<file path="src/hw/rtl/ucsd_pkg.sv">
// ----------------------------------------------------------------------------
// ucsd_pkg
// Types and constants shared by the shift-by-one text decoder.
// ----------------------------------------------------------------------------
`default_nettype none

package ucsd_pkg;

  // result queue geometry
  localparam int unsigned QDepth = 4;
  localparam int unsigned QAw    = 2;

  // ascii letters
  localparam logic [7:0] ChUpA = 8'h41;
  localparam logic [7:0] ChUpZ = 8'h5A;
  localparam logic [7:0] ChLoA = 8'h61;
  localparam logic [7:0] ChLoZ = 8'h7A;

  // lead bytes of the two-byte alphabet entries
  localparam logic [7:0] LeadC3 = 8'hC3;
  localparam logic [7:0] LeadD0 = 8'hD0;
  localparam logic [7:0] LeadD1 = 8'hD1;

  // upper alphabet trail bytes
  localparam logic [7:0] UpFirst  = 8'h90;
  localparam logic [7:0] UpIe     = 8'h95;
  localparam logic [7:0] UpZhe    = 8'h96;
  localparam logic [7:0] UpLast   = 8'hAF;
  localparam logic [7:0] UpIoTail = 8'h8B;

  // lower alphabet trail bytes
  localparam logic [7:0] LoFirst  = 8'hB0;
  localparam logic [7:0] LoIe     = 8'hB5;
  localparam logic [7:0] LoZhe    = 8'hB6;
  localparam logic [7:0] LoD0Last = 8'hBF;
  localparam logic [7:0] LoD1Er   = 8'h80;
  localparam logic [7:0] LoLast   = 8'h8F;
  localparam logic [7:0] LoIoTail = 8'h91;

  typedef struct packed {
    logic [7:0] data;
    logic       run_last;
    logic       plain_end;
  } res_entry_t;

endpackage

`default_nettype wire

</file>
<file path="src/hw/rtl/ucsd_text_if.sv">
// ----------------------------------------------------------------------------
// ucsd_text_if / ucsd_plain_if
// Valid/ready channels for ciphertext bytes in and plaintext bytes out.
// ----------------------------------------------------------------------------
`default_nettype none

interface ucsd_text_if;
  logic       valid;
  logic       ready;
  logic [7:0] text_byte;
  logic       text_end;

  modport source (output valid, output text_byte, output text_end, input ready);
  modport sink   (input valid, input text_byte, input text_end, output ready);
endinterface

interface ucsd_plain_if;
  logic       valid;
  logic       ready;
  logic [7:0] plain_byte;
  logic       run_last;
  logic       plain_end;

  modport source (output valid, output plain_byte, output run_last, output plain_end,
                  input ready);
  modport sink   (input valid, input plain_byte, input run_last, input plain_end,
                  output ready);
endinterface

`default_nettype wire

</file>
<file path="src/hw/rtl/utf8_caesar_shift_decoder_core.sv">
// ----------------------------------------------------------------------------
// utf8_caesar_shift_decoder_core
// Undoes a shift-by-one Caesar cipher on a UTF-8 byte stream (latin and
// russian letters).
//
// text_i takes one ciphertext byte per beat, text_end marks the last byte
// of a text. plain_o gives plaintext bytes; run_last flags the last byte
// caused by an input beat, plain_end the final byte of a text.
// An input beat is decoded in the cycle it is accepted, against the byte
// held from the previous beat, and its zero, one or two results are
// written into a 4-entry result queue. Results are registered in the queue
// before they appear on plain_o.
// Throughput is one input beat per cycle while text_i.ready is high,
// that is while the queue has room for two entries; a beat that yields
// two bytes takes two output beats, and the queue absorbs that. So a
// stalled receiver fills the queue and then holds off the sender without
// losing anything. Reset empties the queue and drops any held lead byte.
// ----------------------------------------------------------------------------
`default_nettype none

module utf8_caesar_shift_decoder_core
  import ucsd_pkg::*;
(
  input  wire          clk_i,
  input  wire          rst_ni,
  ucsd_text_if.sink    text_i,
  ucsd_plain_if.source plain_o
);

  logic [7:0] held_byte_q, held_byte_d;
  logic       held_valid_q, held_valid_d;

  res_entry_t        queue_q [QDepth];
  logic [QAw-1:0]    wr_ptr_q, wr_ptr_d, wr_ptr_p1;
  logic [QAw-1:0]    rd_ptr_q, rd_ptr_d;
  logic [QAw:0]      count_q, count_d;

  logic       in_fire, out_fire;
  logic [7:0] b, h;
  logic       fin;
  logic       is_upper, is_lower, starts;
  logic [7:0] f_byte;
  logic       f_emit, f_hold;
  logic       pair_hit;
  logic [7:0] pa, pb;
  logic [1:0] n_res;
  logic [7:0] r0, r1;
  res_entry_t e0, e1;

  assign b   = text_i.text_byte;
  assign fin = text_i.text_end;
  assign h   = held_byte_q;

  assign text_i.ready = (count_q <= (QAw+1)'(QDepth - 2));
  assign in_fire      = text_i.valid & text_i.ready;
  assign plain_o.valid = (count_q != '0);
  assign out_fire     = plain_o.valid & plain_o.ready;

  // fresh byte path
  always_comb begin
    is_upper = (b >= ChUpA) && (b <= ChUpZ);
    is_lower = (b >= ChLoA) && (b <= ChLoZ);
    starts   = (b == LeadC3) || (b == LeadD0) || (b == LeadD1);
    if (b == ChUpA) begin
      f_byte = ChUpZ;
    end else if (b == ChLoA) begin
      f_byte = ChLoZ;
    end else if (is_upper || is_lower) begin
      f_byte = b - 8'd1;
    end else begin
      f_byte = b;
    end
    f_hold = !(is_upper || is_lower) && !fin && starts;
    f_emit = !f_hold;
  end

  // pair lookup against the held lead byte
  always_comb begin
    pair_hit = 1'b0;
    pa       = LeadD0;
    pb       = b - 8'd1;
    if (h == LeadD0 && b >= UpFirst && b <= UpLast) begin
      pair_hit = 1'b1;
      if (b == UpFirst) begin
        pb = UpLast;
      end else if (b == UpZhe) begin
        pa = LeadC3;
        pb = UpIoTail;
      end
    end else if (h == LeadC3 && b == UpIoTail) begin
      pair_hit = 1'b1;
      pb       = UpIe;
    end else if (h == LeadD0 && b >= LoFirst && b <= LoD0Last) begin
      pair_hit = 1'b1;
      if (b == LoFirst) begin
        pa = LeadD1;
        pb = LoLast;
      end else if (b == LoZhe) begin
        pa = LeadD1;
        pb = LoIoTail;
      end
    end else if (h == LeadD1 && b == LoIoTail) begin
      pair_hit = 1'b1;
      pb       = LoIe;
    end else if (h == LeadD1 && b >= LoD1Er && b <= LoLast) begin
      pair_hit = 1'b1;
      if (b == LoD1Er) begin
        pb = LoD0Last;
      end else begin
        pa = LeadD1;
      end
    end
  end

  // result assembly and held byte update
  always_comb begin
    n_res        = 2'd0;
    r0           = f_byte;
    r1           = f_byte;
    held_valid_d = held_valid_q;
    held_byte_d  = held_byte_q;
    if (held_valid_q) begin
      if (pair_hit) begin
        n_res = 2'd2;
        r0    = pa;
        r1    = pb;
      end else begin
        r0    = h;
        n_res = f_emit ? 2'd2 : 2'd1;
      end
    end else begin
      n_res = f_emit ? 2'd1 : 2'd0;
    end
    if (in_fire) begin
      held_valid_d = (!held_valid_q || !pair_hit) && f_hold;
      held_byte_d  = b;
    end
    e0.data      = r0;
    e0.run_last  = (n_res == 2'd1);
    e0.plain_end = (n_res == 2'd1) && fin;
    e1.data      = r1;
    e1.run_last  = 1'b1;
    e1.plain_end = fin;
  end

  // result queue pointers
  always_comb begin
    wr_ptr_p1 = wr_ptr_q + QAw'(1);
    wr_ptr_d  = wr_ptr_q;
    rd_ptr_d  = rd_ptr_q;
    count_d   = count_q;
    if (in_fire) begin
      wr_ptr_d = wr_ptr_q + QAw'(n_res);
      count_d  = count_d + (QAw+1)'(n_res);
    end
    if (out_fire) begin
      rd_ptr_d = rd_ptr_q + QAw'(1);
      count_d  = count_d - (QAw+1)'(1);
    end
  end

  always_ff @(posedge clk_i or negedge rst_ni) begin
    if (!rst_ni) begin
      held_valid_q <= 1'b0;
      held_byte_q  <= '0;
      wr_ptr_q     <= '0;
      rd_ptr_q     <= '0;
      count_q      <= '0;
    end else begin
      held_valid_q <= held_valid_d;
      held_byte_q  <= held_byte_d;
      wr_ptr_q     <= wr_ptr_d;
      rd_ptr_q     <= rd_ptr_d;
      count_q      <= count_d;
    end
  end

  always_ff @(posedge clk_i) begin
    if (in_fire && n_res != 2'd0) begin
      queue_q[wr_ptr_q] <= e0;
    end
    if (in_fire && n_res == 2'd2) begin
      queue_q[wr_ptr_p1] <= e1;
    end
  end

  assign plain_o.plain_byte = queue_q[rd_ptr_q].data;
  assign plain_o.run_last   = queue_q[rd_ptr_q].run_last;
  assign plain_o.plain_end  = queue_q[rd_ptr_q].plain_end;

endmodule

`default_nettype wire

</file>
<file path="src/flat_wrapper.sv">
// flat-port wrapper written by rule: the top's interface ports become plain ports
module utf8_caesar_shift_decoder_core_flat import ucsd_pkg::*;
  (clk_i, rst_ni, text_i_valid, text_i_text_byte, text_i_text_end, text_i_ready, plain_o_valid, plain_o_plain_byte, plain_o_run_last, plain_o_plain_end, plain_o_ready);
  ucsd_text_if text_i_i ();
  ucsd_plain_if plain_o_i ();
  input  wire clk_i;
  input  wire rst_ni;
  input wire logic [$bits(text_i_i.valid)-1:0] text_i_valid;
  input wire logic [$bits(text_i_i.text_byte)-1:0] text_i_text_byte;
  input wire logic [$bits(text_i_i.text_end)-1:0] text_i_text_end;
  output wire logic [$bits(text_i_i.ready)-1:0] text_i_ready;
  output wire logic [$bits(plain_o_i.valid)-1:0] plain_o_valid;
  output wire logic [$bits(plain_o_i.plain_byte)-1:0] plain_o_plain_byte;
  output wire logic [$bits(plain_o_i.run_last)-1:0] plain_o_run_last;
  output wire logic [$bits(plain_o_i.plain_end)-1:0] plain_o_plain_end;
  input wire logic [$bits(plain_o_i.ready)-1:0] plain_o_ready;
  assign text_i_i.valid = text_i_valid;
  assign text_i_i.text_byte = text_i_text_byte;
  assign text_i_i.text_end = text_i_text_end;
  assign text_i_ready = text_i_i.ready;
  assign plain_o_valid = plain_o_i.valid;
  assign plain_o_plain_byte = plain_o_i.plain_byte;
  assign plain_o_run_last = plain_o_i.run_last;
  assign plain_o_plain_end = plain_o_i.plain_end;
  assign plain_o_i.ready = plain_o_ready;
  utf8_caesar_shift_decoder_core u_core (.clk_i(clk_i), .rst_ni(rst_ni), .text_i(text_i_i), .plain_o(plain_o_i));
endmodule
</file>
<file path="config.mk">
export PLATFORM = sky130hd
export DESIGN_NAME = utf8_caesar_shift_decoder_core_flat
export DESIGN_NICKNAME = d
export VERILOG_FILES = /design/src/hw/rtl/ucsd_pkg.sv /design/src/hw/rtl/ucsd_text_if.sv /design/src/hw/rtl/utf8_caesar_shift_decoder_core.sv /design/src/flat_wrapper.sv
export SDC_FILE = /design/constraint.sdc
export NUM_CORES = 1
export LEC_CHECK = 0
export BUFFER_PORTS_ARGS = -buffer_cell sky130_fd_sc_hd__buf_2
export CORE_ASPECT_RATIO = 1.75
export CORE_MARGIN = 2
export CORE_UTILIZATION = 47
export DETAILED_ROUTE_END_ITERATION = 8
export PLACE_DENSITY_LB_ADDON = 0.15
export SYNTH_ARGS = -nofsm -noshare
export SYNTH_HDL_FRONTEND = slang
export SYNTH_SLANG_ARGS = --single-unit
</file>
<file path="constraint.sdc">
create_clock -name clk_i -period 4.03 [get_ports clk_i]
set_input_delay 0.403 -clock clk_i [delete_from_list [all_inputs] [get_ports clk_i]]
set_output_delay 0.403 -clock clk_i [all_outputs]
set_load 0.01 [all_outputs]
</file>
# After elaboration in Yosys (flattened, before gate mapping)
# Memory sizes are Yosys's and may differ from the RTL's.
# Index checks and enable logic that the tools add are counted.
# word_totals
n_memories	1
ram_bits	40
register_bits	16
word_cells	110
output_inout_bits	12
# memory_table
memory	depth	word_bits	rd	rd_clocked_by_memory_dff	write_ports	line_no	rtl
u_core.queue_q	4	10	1	0	2	utf8_caesar_shift_decoder_core.sv:33	res_entry_t queue_q [QDepth];
# op_classes
eq_ne	17
order_cmp	11
n_reduce_logical	26
n_addsub	6
mux	42
bitwise	2
# op_table
operator	n
2-to-1 mux 8 bit	24
== test 8 bit (second input constant)	13
>= comparator 8 bit (second input constant)	3
<= comparator 8 bit (second input constant)	3
== test 8 x 7 -> 1 bit (second input constant)	2
>= comparator 8 x 7 -> 1 bit (second input constant)	2
<= comparator 8 x 7 -> 1 bit (second input constant)	2
logical AND 1 bit	16
2-to-1 mux 1 bit	12
subtractor 8 x 1 -> 8 bit (second input constant)	1
2-to-1 mux 2 bit	3
2-to-1 mux 3 bit	2
2-to-1 mux 5 bit	1
adder 2 x 1 -> 2 bit (second input constant)	2
logical NOT 1 bit	4
logical OR 1 bit	4
adder 3 x 2 -> 3 bit	1
<= comparator 3 x 2 -> 1 bit (second input constant)	1
nonzero test 3 bit	1
subtractor 3 x 1 -> 3 bit (second input constant)	1
adder 2 bit	1
bitwise AND 1 bit	2
== test 2 x 1 -> 1 bit (second input constant)	1
== test 2 bit (second input constant)	1
nonzero test 2 bit	1

# Logic depth before layout (Yosys ltp)
# Gate-level depths: netlist of the first run.
# logic_depth
depth_word	14
ltp_mapped	13
depth_no_buf	13

# Worst setup path after synthesis of the first run
# No wires, ideal clock.
# synth_path
kind	input port to flip-flop
from	in text_i_text_byte[5]
to	reg u_core.count_q[2]
n_path_buf	0
path_slack_ns	0.898
required_time_ns	3.905
t_arrival_ns	3.006
stages	11
setup_ns	0.125
path_cell_list	or4bb_1 or4_1 xnor2_1 ha_1 inv_1 fa_1 nor2_1 a21oi_1 ha_1 nand2_1 xor2_1
# synth_between
elab_chain_cells	14
# synth_lines
element	line_no	rtl
start, declared	flat_wrapper.sv:9	input wire logic [$bits(text_i_i.text_byte)-1:0] text_i_text_byte;
>= comparator 8 bit	utf8_caesar_shift_decoder_core.sv:105	end else if (h == LeadD1 && b >= LoD1Er && b <= LoLast) begin
logical AND 1 bit (2 in series)	utf8_caesar_shift_decoder_core.sv:105	
2-to-1 mux 1 bit	utf8_caesar_shift_decoder_core.sv:105	
2-to-1 mux 1 bit	utf8_caesar_shift_decoder_core.sv:102	end else if (h == LeadD1 && b == LoIoTail) begin
2-to-1 mux 1 bit	utf8_caesar_shift_decoder_core.sv:93	end else if (h == LeadD0 && b >= LoFirst && b <= LoD0Last) begin
2-to-1 mux 1 bit	utf8_caesar_shift_decoder_core.sv:90	end else if (h == LeadC3 && b == UpIoTail) begin
2-to-1 mux 1 bit	utf8_caesar_shift_decoder_core.sv:82	if (h == LeadD0 && b >= UpFirst && b <= UpLast) begin
2-to-1 mux 2 bit	utf8_caesar_shift_decoder_core.sv:123	if (pair_hit) begin
2-to-1 mux 2 bit *	utf8_caesar_shift_decoder_core.sv:122	if (held_valid_q) begin
adder 3 x 2 -> 3 bit *	utf8_caesar_shift_decoder_core.sv:154	count_d = count_d + (QAw+1)'(n_res);
2-to-1 mux 3 bit *	utf8_caesar_shift_decoder_core.sv:152	if (in_fire) begin
subtractor 3 x 1 -> 3 bit	utf8_caesar_shift_decoder_core.sv:158	count_d = count_d - (QAw+1)'(1);
2-to-1 mux 3 bit *	utf8_caesar_shift_decoder_core.sv:156	if (out_fire) begin
net u_core.count_d[2]	utf8_caesar_shift_decoder_core.sv:36	logic [QAw:0] count_q, count_d;
end signal, assigned	utf8_caesar_shift_decoder_core.sv:174	count_q <= count_d;
end, declared	utf8_caesar_shift_decoder_core.sv:36	
# The timed path passes the listed nets; every way through them passes the cells marked *.
# A chain may end at the register's enable or synchronous reset.

# Worst setup path in the final report of the first run
# layout_path
from	in text_i_text_byte[6]
to	reg u_core.count_q[2]
# The elaborated chain is that of the path after synthesis.

==> qor.csv, run 1 <==
stage;metric;value;unit
outcome;status;completed;
cells_and_area;finish.instance_area;4080;um^2
setup_path;crit_path_end;u_core.count_q[2];
logic_synthesis;syn_area_per_cell;10.6;um^2
cells_and_area;num-fill-cells;683;
logic_synthesis;synth_ff_type;edfxtp_1;
floorplan;dieArea;8750;um^2
drt;vias_per_cell;6.33;
logic_synthesis;synth_warnings;0;
logic_synthesis;synth_seq_cells;56;
setup_path;critPathKind;in -> reg;
logic_synthesis;synth_top_family_by_area;simple AND/OR/NAND/NOR gates;
setup_path;worstRegToRegCells;6;
setup_path;startpoint;text_i_text_byte[6];
logic_synthesis;synth_compound_area_share;19.1;%
timing;tightest_slew;0.751;ns
timing;min_period;3.20;ns
drt;drtPass1Iterations;5;
drt;ant_nets;0;
global_routing;grt_max_degree;25;
global_routing;grt_pass1_wl;15600;um
logic_synthesis;synth-seq-area-share;41.6;%
logic_synthesis;yosys.cell_types.count;71;
clocking;cts_tree;built;
logic_synthesis;synth_fp_nets;377;
cells_and_area;num_antenna_cells;0;
cells_and_area;area_delta_synth_final;8.73;%
clocking;cts_hold_buffers;0;
setup_path;critPathRequiredTime;4.22;ns
power_and_ir_drop;powerDensity;514;nW/um^2
placement;dp_hpwl;7610;um
timing;rsz0062_at_grt;no;
floorplan;io_pins;25;
timing;max_freq;312;MHz
logic_synthesis;synth_xor_area_share;2.80;%
floorplan;die_w;71.6;um
cells_and_area;fin_nets;390;
logic_synthesis;async_flop_share;28.6;%
setup_path;worst_path_largest_cell_delay;0.62;ns
clocking;clk_path_buf_depth;2;
drt;remaining_drc_errors;0;
clocking;htreeDepth;2;
logic_synthesis;synth_cells;355;
placement;port_buffers;24;
drt;via_count;2906;
timing;hold_viol;0;
timing;setup_viol;0;
timing;slew_headroom;49.3;%
logic_synthesis;synth-simple-area-share;19.2;%
global_routing;track_usage;23.4;%
cells_and_area;utilization;52.0;%
drt;drt-initial-drc-count;258;
logic_synthesis;synthAdderAreaFrac;3.20;%
logic_synthesis;synthMuxAreaShare;10.5;%
logic_synthesis;synth_edf_count;36;
clocking;clk_pin_slew;0.07;ns
drt;wl_per_cell;21.1;um
clocking;cts_sinks;56;
logic_synthesis;synth_area;3750;um^2
global_routing;grt-ovfl-total;0;
timing;tns;0;ns
setup_path;end_kind;flop;
global_routing;grt_pass1_vias;2916;
setup_path;cp_slowest_cell;or4bb_1;
setup_path;r2r-start;u_core.h[2];
timing;final_max_slew_viol_count;0;
floorplan;start_util;47.8;%
timing;setup_slack;0.828;ns
setup_path;arrival;3.39;ns
clocking;post_cts_buffers;0;
setup_path;r2r-end;u_core.queue_q[0][9];
setup_path;reg2reg_setup_slack;1.16;ns
setup_path;crit_path_start_kind;primary input;
power_and_ir_drop;power.total;2100;uW
placement;detailedPlace.worstSlack;0.506;ns
setup_path;critPathMaxFanout;13;
setup_path;cp_cell_sequence;buf_2 > or4bb_1 > or4_1 > xnor2_1 > ha_1 > inv_1 > fa_1 > nor2_1 > a21oi_1 > ha_1 > nand2_1 > xor2_1;
setup_path;cpMostUsedCell;ha_1;
worst_hold_path;min-delay-path-class;in -> async;
floorplan;die_h;122;um
cells_and_area;final_layout_size_suffix_gt1_share;20.1;%
timing;timing.final.crit_share;79.4;%
clocking;cts_inserted_buffers;5;
placement;routabilityCongestion;0.946;
timing;clock-skew-final;0.00796;ns
clocking;clk_latency;0.30;ns
flow_run;max_cap_viol_count;0;
clocking;cts_resized;0;
floorplan;core-area;7860;um^2
clocking;cts-root-buf;clkbuf_16;
power_and_ir_drop;vdd.ir_drop.worst;0.264;mV
power_and_ir_drop;p_leak;0.00148;uW
global_routing;grt_antenna_before_repair;0;
placement;placed_area;3930;um^2
drt;wl;9690;um
floorplan;num_rows;43;
[synth_stat cells, drive strengths merged (7+ instances only)]
cell | instances | share of area, %
buf | 12 | 1.5
nor2 | 21 | 2.1
o22ai | 26 | 4.5
inv | 7 | 0.70
dfrtp | 16 | 11
ha | 8 | 2.7
mux2 | 7 | 2.1
or4 | 7 | 1.4
edfxtp | 36 | 29
mux2i | 9 | 2.4
nor3 | 13 | 1.7
o21a | 7 | 1.4
mux4 | 10 | 6.0
xnor2 | 7 | 1.6
o21ai | 20 | 2.7
a21oi | 12 | 1.6
clkbuf | 12 | 1.2
nand2 | 26 | 2.6
[flip-flops by register name (all words and copies together), names as in the netlist]
name and count:
u_core.queue_q 40, u_core.rd_ptr_q 2, u_core.h 8, u_core.count_q 3
u_core.wr_ptr_q 2, u_core.held_valid_q 1
[layout make-up]
cell class / count / area [um^2] / area share, %
flip-flops and latches: 56 / 1560 / 38.3
well taps: 90 / 113 / 2.76
clock buffers: 6 / 139 / 3.40
multi-input cells: 267 / 2060 / 50.4
inverters: 8 / 30.0 / 0.736
repair buffers: 30 / 165 / 4.05
clock inverters: 2 / 15.0 / 0.368
[worst min-delay path by stage]
stage           start                 end  cells after the start
2_1_floorplan  rst_ni   u_core.count_q[0]                      0
3_3_place_gp   rst_ni  u_core.rd_ptr_q[0]                      1
3_5_place_dp   rst_ni  u_core.rd_ptr_q[0]                      1
4_1_cts        rst_ni  u_core.wr_ptr_q[1]                      1
5_1_grt        rst_ni  u_core.wr_ptr_q[1]                      1
6_report       rst_ni  u_core.wr_ptr_q[1]                      1
[where the power goes]
part / total [uW] / internal (uW) / switching, uW / leakage, uW
logic: 710 / 353 / 357 / 0.000828
registers: 937 / 757 / 180 / 0.000583
clock network: 451 / 248 / 203 / 0.0000691
total: 2100 / 1360 / 741 / 0.00148
[worst max-delay path, delay by kind of cell]
| kind | cells | cell delay, ns |
|---|---|---|
| and+or+nand+nor | 4 | 1.33 |
| adders and majority gates | 3 | 0.84 |
| xor gates and xnor gates | 2 | 0.40 |
| buffers and inverters | 2 | 0.25 |
| AOI/OAI and AO/OA | 1 | 0.18 |
[routing by layer]
| metal | up-vias | global-route usage [%] | wire length, um |
|---|---|---|---|
| met4 | 0 | 11.6 | 396 |
| met1 | 1392 | 26.0 | 3700 |
| met5 | - | 0 | 0 |
| met2 | 89 | 42.9 | 5320 |
| met3 | 26 | 2.87 | 270 |
| li1 | 1399 | - | - |
[cells by family (layout without fill, tap and decap cells)]
logic type | after synthesis | in the layout
AOI/OAI and AO/OA | 98 | 98
xor gates and xnor gates | 12 | 12
adders and majority gates | 9 | 9
buffers and inverters | 32 | 46
DFF | 56 | 56
muxes | 26 | 26
and+or+nand+nor | 122 | 122
[cell usage in the layout (no fill, tap or decap), types with 7 or more instances in the layout]
cell	netlist	routed
nor3_1	13	13
o21ai_0	19	19
buf_2	7	24
o22ai_1	25	25
a21oi_1	12	12
edfxtp_1	36	36
ha_1	8	8
mux4_2	10	10
nor2_1	21	21
mux2_2	7	7
nand2_1	26	26
o21a_1	7	7
dfrtp_1	16	16
xnor2_1	7	7
inv_1	7	7
or4_1	7	7
mux2i_1	9	9
[per-stage QoR]
step	cells	hold WS [ns]
floorplan	355	0.107
global placement	451	0.362
detailed placement	451	0.365
CTS	459	0.0469
global route	459	0.0590
finish	459	0.0343
Note: power is estimated with default switching activity, not from simulation.
==> inputs of run 2 (changes only) <==
clock period = 2.7 ns   (was 4.03 ns; I/O delays follow)
==> run 2 against run 1 <==
  * Clock power grew 50%
  * Global-route usage is 0.91 points higher
  * Critical endpoint unchanged
  * Largest cell class unchanged
  * Sequential cell count did not move
  * Sequential power increased by 48%
  * Register-to-register slack worse by 1.0 ns
==> qor.csv, run 2 (synthesized netlist as in run 1, its figures left out) <==
stage;metric;value;unit;change
outcome;status;completed;;unchanged
floorplan;die_h;122;um;unchanged
clocking;cts_tree;built;;unchanged
flow_run;max_cap_viol_count;0;;unchanged
timing;clock-skew-final;0.00695;ns;was 0.00796 ns
timing;hold_viol;0;;unchanged
power_and_ir_drop;vdd.ir_drop.worst;0.398;mV;was 0.264 mV
floorplan;dieArea;8750;um^2;unchanged
power_and_ir_drop;p_leak;0.00176;uW;was 0.00148 uW
setup_path;critPathKind;in -> reg;;unchanged
cells_and_area;multi_input_area;2120;um^2;was 2060 um^2
timing;tightest_slew;0.676;ns;was 0.751 ns
placement;routabilityCongestion;1.00;;was 0.946
global_routing;grt-ovfl-total;0;;unchanged
timing;min_period;2.58;ns;
cells_and_area;largest_reg_flops;40;;unchanged
setup_path;r2r-start;u_core.h[2];;unchanged
worst_hold_path;min-delay-path-class;in -> reg;;was in -> async
drt;drt-initial-drc-count;174;;was 258
cells_and_area;fin_nets;448;;was 390
floorplan;die_w;71.6;um;unchanged
worst_hold_path;holdPathEnd;u_core.h[7];;
timing;timing.final.crit_share;95.4;%;
setup_path;crit_path_start_kind;primary input;;unchanged
setup_path;arrival;2.77;ns;was 3.39 ns
cells_and_area;final_layout_size_suffix_gt1_share;33.7;%;was 20.1%
placement;port_buffers;24;;unchanged
floorplan;core-area;7860;um^2;unchanged
power_and_ir_drop;powerDensity;720;nW/um^2;was 514 nW/um^2
global_routing;grt_antenna_before_repair;0;;unchanged
drt;via_count;3149;;was 2906
drt;vias_per_cell;6.09;;was 6.33
cells_and_area;num_antenna_cells;0;;unchanged
timing;holdWs;0.393;ns;was 0.0343 ns
clocking;clk_latency;0.30;ns;about the same
worst_hold_path;worstHoldPathCells;3;;
cells_and_area;num-fill-cells;688;;was 683
floorplan;io_pins;25;;unchanged
clocking;clk_path_buf_depth;2;;unchanged
drt;wl_per_cell;19.9;um;was 21.1 um
setup_path;critPathRequiredTime;2.89;ns;was 4.22 ns
setup_path;reg2reg_setup_slack;0.13;ns;was 1.16 ns
clocking;htreeDepth;2;;unchanged
timing;final_max_slew_viol_count;0;;unchanged
drt;ant_nets;0;;unchanged
cells_and_area;final_common_cell;buf_4;;was edfxtp_1
drt;drtPass1Iterations;5;;unchanged
global_routing;track_usage;24.3;%;was 23.4%
global_routing;grt_pass1_wl;16200;um;was 15600 um
floorplan;start_util;47.8;%;unchanged
drt;wl;10300;um;was 9690 um
timing;max_freq;388;MHz;
global_routing;grt_pass1_vias;3148;;was 2916
timing;setup_viol;0;;unchanged
cells_and_area;area_delta_synth_final;23.1;%;was 8.73%
drt;remaining_drc_errors;0;;unchanged
placement;dp_hpwl;8290;um;was 7610 um
clocking;cts_sinks;56;;unchanged
timing;slew_headroom;54.9;%;was 49.3%
power_and_ir_drop;power.total;3330;uW;was 2100 uW
drt;wl_met2;5510;um;was 5320 um
clocking;cts_inserted_buffers;5;;unchanged
global_routing;grt_max_degree;21;;was 25
drt;met3_wirelength;229;um;was 270 um
clocking;cts-root-buf;clkbuf_16;;unchanged
setup_path;r2r-end;u_core.queue_q[3][5];;was u_core.queue_q[0][9]
worst_hold_path;min_from;text_i_text_byte[7];;
cells_and_area;final_cell_mix;buf_4 (60), edfxtp_1 (36), nand2_1 (26);;was edfxtp_1 (36), nand2_1 (26), o22ai_1 (25)
timing;rsz0062_at_grt;no;;unchanged
cells_and_area;top_register;u_core.queue_q;;unchanged
drt;topRoutingLayerUsed;met4;;unchanged
setup_path;end_kind;flop;;unchanged
setup_path;worstRegToRegCells;7;;was 6
setup_path;critPathMaxFanout;4;;was 13
clocking;clk_pin_slew;0.08;ns;was 0.07 ns
cells_and_area;seq_area;1560;um^2;about the same
floorplan;num_rows;43;;unchanged
drt;m1WireLength;3920;um;was 3700 um
## run 2: cell count changes in the layout (fill, tap and decap cells not counted), moves of 2 or more
cell	delta
ha_1	-2
dfrtp_1	-2
buf_4	+54
buf_12	+3
or4bb_1	-2
or4bb_4	+2
inv_1	-2
dfrtp_2	+2
## run 2: cell type report
class,count,share of cell area [%]
multi-input combinational,267,45.8
sequential,56,33.9
timing repair buffer,88,13.9
clock buffer,5,2.71
tap,90,2.44
inverter,8,0.704
clock inverter,3,0.596
## run 2: routing by layer
layer  vias up  GRT usage, %
met2        83          44.2
met1      1505          26.6
met3        42          2.63
met4         0          14.5
met5         -             0
li1       1519             -
## run 2: worst max-delay path, stage by stage
cell     delay [ns]
buf_2          0.13
inv_4          0.07
ha_2           0.17
nor3b_1        0.05
buf_4          0.14
or4_4          0.53
xnor2_2        0.17
ha_1           0.16
inv_1          0.05
fa_1           0.48
nor2_1         0.05
a21oi_2        0.13
ha_1           0.15
nand2_1        0.05
xor2_1         0.16
## run 2: stage by stage
stage | setup WS, ns | setup TNS [ns] | instance area (um^2) | utilization, % | cells
global route | 0.00853 | 0 | 4620 | 58.8 | 517
CTS | 0.00225 | 0 | 4570 | 58.2 | 517
floorplan | -0.222 | -0.389 | 3770 | - | 355
finish | 0.123 | 0 | 4620 | 58.8 | 517
global placement | -0.331 | -0.840 | 4410 | 56.1 | 508
detailed placement | -0.361 | -1.82 | 4410 | 56.1 | 508
## run 2: worst max path at each step
stage / startpoint / end / cells past startpoint
after global routing: u_core.h[2] / u_core.queue_q[3][5] / 8
after detailed placement: text_i_text_end / u_core.count_q[2] / 12
final: text_i_text_byte[1] / u_core.count_q[2] / 15
after floorplan: text_i_text_byte[5] / u_core.count_q[2] / 11
after global placement: text_i_text_end / u_core.count_q[2] / 12
after CTS: text_i_text_end / u_core.count_q[2] / 12
## run 2: power by group
part	leakage (uW)	internal (uW)	switching (uW)
Combinational	0.00111	676	587
Sequential	0.000581	1130	255
Clock	0.0000719	353	325
## run 2: repair_timing
item,CTS,global route
buffers inserted,0,0
hold buffers,1,0
setup endpoints to repair,2,21
pin swaps,0,3
resized for setup,1,12
endpoints found under the hold margin,16,0
==> inputs of run 3 (changes only) <==
==> constraint.sdc (replaced) <==
create_clock -name clk_i -period 2.7 [get_ports clk_i]
set_input_delay 0.27 -clock clk_i [delete_from_list [all_inputs] [get_ports clk_i]]
set_output_delay 0.27 -clock clk_i [all_outputs]
set_load 0.05 [all_outputs]
==> run 3 against run 2 <==
  * Die area stayed put
  * Setup slack worse by 0.10 ns
  * Highest routed layer unchanged
  * Register-to-register slack about the same
  * Critical endpoint unchanged
  * Largest power group is now combinational logic
  * First-iteration DRC count increased by 27%
  * Power up 11%
==> qor.csv, run 3 (synthesized netlist as in run 1, its figures left out) <==
stage;metric;value;unit;change
outcome;status;completed;;unchanged
floorplan;num_rows;43;;unchanged
worst_hold_path;min-delay-path-class;in -> reg;;unchanged
global_routing;grt-ovfl-total;0;;unchanged
timing;setup_viol;0;;unchanged
cells_and_area;largest_reg_flops;40;;unchanged
clocking;cts_sinks;56;;unchanged
global_routing;track_usage;24.0;%;was 24.3%
setup_path;r2r-end;u_core.queue_q[1][5];;was u_core.queue_q[3][5]
drt;vias_per_cell;6.16;;was 6.09
timing;max_freq;373;MHz;was 388 MHz
floorplan;start_util;47.8;%;unchanged
placement;routabilityCongestion;1.00;;about the same
cells_and_area;fin_nets;452;;was 448
clocking;clk_pin_slew;0.08;ns;about the same
placement;place_inst;509;;was 508
drt;drtPass1Iterations;4;;was 5
clocking;clk_latency;0.30;ns;about the same
timing;holdWs;0.351;ns;was 0.393 ns
timing;slew_headroom;55.4;%;was 54.9%
clocking;cts_tree;built;;unchanged
setup_path;crit_path_start_kind;primary input;;unchanged
floorplan;io_pins;25;;unchanged
cells_and_area;final_cell_mix;buf_4 (64), edfxtp_1 (36), nand2_1 (25), o22ai_1 (25), buf_2 (23);;was buf_4 (60), edfxtp_1 (36), nand2_1 (26)
cells_and_area;finalNonFillerCells;521;;was 517
clocking;cts_inserted_buffers;5;;unchanged
floorplan;dieArea;8750;um^2;unchanged
global_routing;grt_antenna_before_repair;0;;unchanged
drt;wl_per_cell;20.0;um;was 19.9 um
placement;port_buffers;24;;unchanged
setup_path;worstRegToRegCells;8;;was 7
timing;min_period;2.68;ns;was 2.58 ns
setup_path;arrival;2.87;ns;was 2.77 ns
cells_and_area;top_register;u_core.queue_q;;unchanged
worst_hold_path;min_from;text_i_text_end;;was text_i_text_byte[7]
flow_run;max_cap_viol_count;0;;unchanged
clocking;clk_path_buf_depth;2;;unchanged
floorplan;core-area;7860;um^2;unchanged
timing;final_max_slew_viol_count;0;;unchanged
drt;wl;10400;um;was 10300 um
cells_and_area;num_antenna_cells;0;;unchanged
worst_hold_path;worstHoldPathCells;3;;unchanged
timing;hold_viol;0;;unchanged
drt;remaining_drc_errors;0;;unchanged
clocking;htreeDepth;2;;unchanged
clocking;cts-root-buf;clkbuf_16;;unchanged
setup_path;r2r-start;u_core.h[2];;unchanged
drt;drt-initial-drc-count;221;;was 174
drt;ant_nets;0;;unchanged
worst_hold_path;holdPathEnd;u_core.queue_q[2][0];;was u_core.h[7]
power_and_ir_drop;vdd.ir_drop.worst;0.471;mV;was 0.398 mV
floorplan;die_h;122;um;unchanged
global_routing;grt_max_degree;21;;unchanged
drt;via_count;3211;;was 3149
cells_and_area;final_layout_size_suffix_gt1_share;34.8;%;was 33.7%
global_routing;grt_pass1_wl;16000;um;was 16200 um
global_routing;grt_pass1_vias;3067;;was 3148
floorplan;die_w;71.6;um;unchanged
timing;clock-skew-final;0.00547;ns;was 0.00695 ns
setup_path;critPathRequiredTime;2.89;ns;about the same
setup_path;end_kind;flop;;unchanged
setup_path;reg2reg_setup_slack;0.12;ns;was 0.13 ns
timing;tightest_slew;0.669;ns;was 0.676 ns
cells_and_area;final_common_cell;buf_4;;unchanged
timing;timing.final.crit_share;99.2;%;was 95.4%
setup_path;critPathKind;in -> reg;;unchanged
placement;dp_hpwl;8290;um;about the same
power_and_ir_drop;p_leak;0.00179;uW;was 0.00176 uW
setup_path;critPathMaxFanout;2;;was 4
cells_and_area;area_delta_synth_final;24.5;%;was 23.1%
timing;rsz0062_at_grt;yes;;was no
power_and_ir_drop;powerDensity;793;nW/um^2;was 720 nW/um^2
[run 3: cell types whose count changed in the layout (fill, tap and decap cells not counted), moves of 2 or more]
cell     change
ha_1         -2
ha_4         +2
buf_4        +4
dfrtp_2      -2
dfrtp_1      +2
[run 3: cell type report]
type                       instances  area [um^2]
timing repair buffer              92          681
fill                             680         3180
tap                               90          113
multi-input combinational        267         2140
inverter                           8         32.5
clock buffer                       5          125
clock inverter                     3         21.3
sequential                        56         1560
[run 3: through the flow]
stage	area [um^2]	setup TNS (ns)	util [%]	power, uW	setup slack (ns)
floorplan	3770	-0.461	-	2460	-0.222
global placement	4420	-0.795	56.2	2940	-0.332
detailed placement	4420	-1.23	56.2	2980	-0.375
CTS	4580	0	58.3	3650	0.0115
global route	4670	-0.0808	59.5	3900	-0.0640
finish	4670	0	59.5	3710	0.0219
[run 3: timing repair]
item | 4_1_cts | 5_1_grt
hold endpoints to repair | 16 | 0
hold buffers | 1 | 0
setup buffers | 0 | 3
cloned | 0 | 0
gates resized for setup | 1 | 19
setup endpoints to repair | 2 | 13
pin swaps | 1 | 9
[run 3: how the worst max path moves through the flow]
stage	endpoint	startpoint
final	u_core.count_q[2]	text_i_text_end
after global routing	u_core.count_q[2]	text_i_text_byte[1]
after CTS	u_core.count_q[2]	text_i_text_end
after detailed placement	u_core.count_q[2]	text_i_text_end
after global placement	u_core.count_q[2]	text_i_text_end
after floorplan	u_core.count_q[2]	text_i_text_byte[5]
[run 3: per-layer routing]
metal	vias up	wire, um	track usage, %
met2	88	5540	42.4
met1	1548	3930	26.9
met4	0	665	15.8
met3	42	295	2.55
met5	-	0	0
li1	1533	-	-
[run 3: worst max-delay path: stages]
cell and delay [ns]:
buf_8 0.10, or4bb_4 0.53, or4_4 0.44, xnor2_2 0.19, ha_2 0.19, inv_2 0.04
fa_1 0.52, nor2_2 0.05, a21oi_2 0.17, ha_4 0.16, nand2_2 0.05, xor2_1 0.15
[run 3: where the power goes]
part,total (uW),switching (uW),internal [uW]
logic,1650,929,723
registers,1380,256,1130
clock network,672,326,347
total,3710,1510,2200
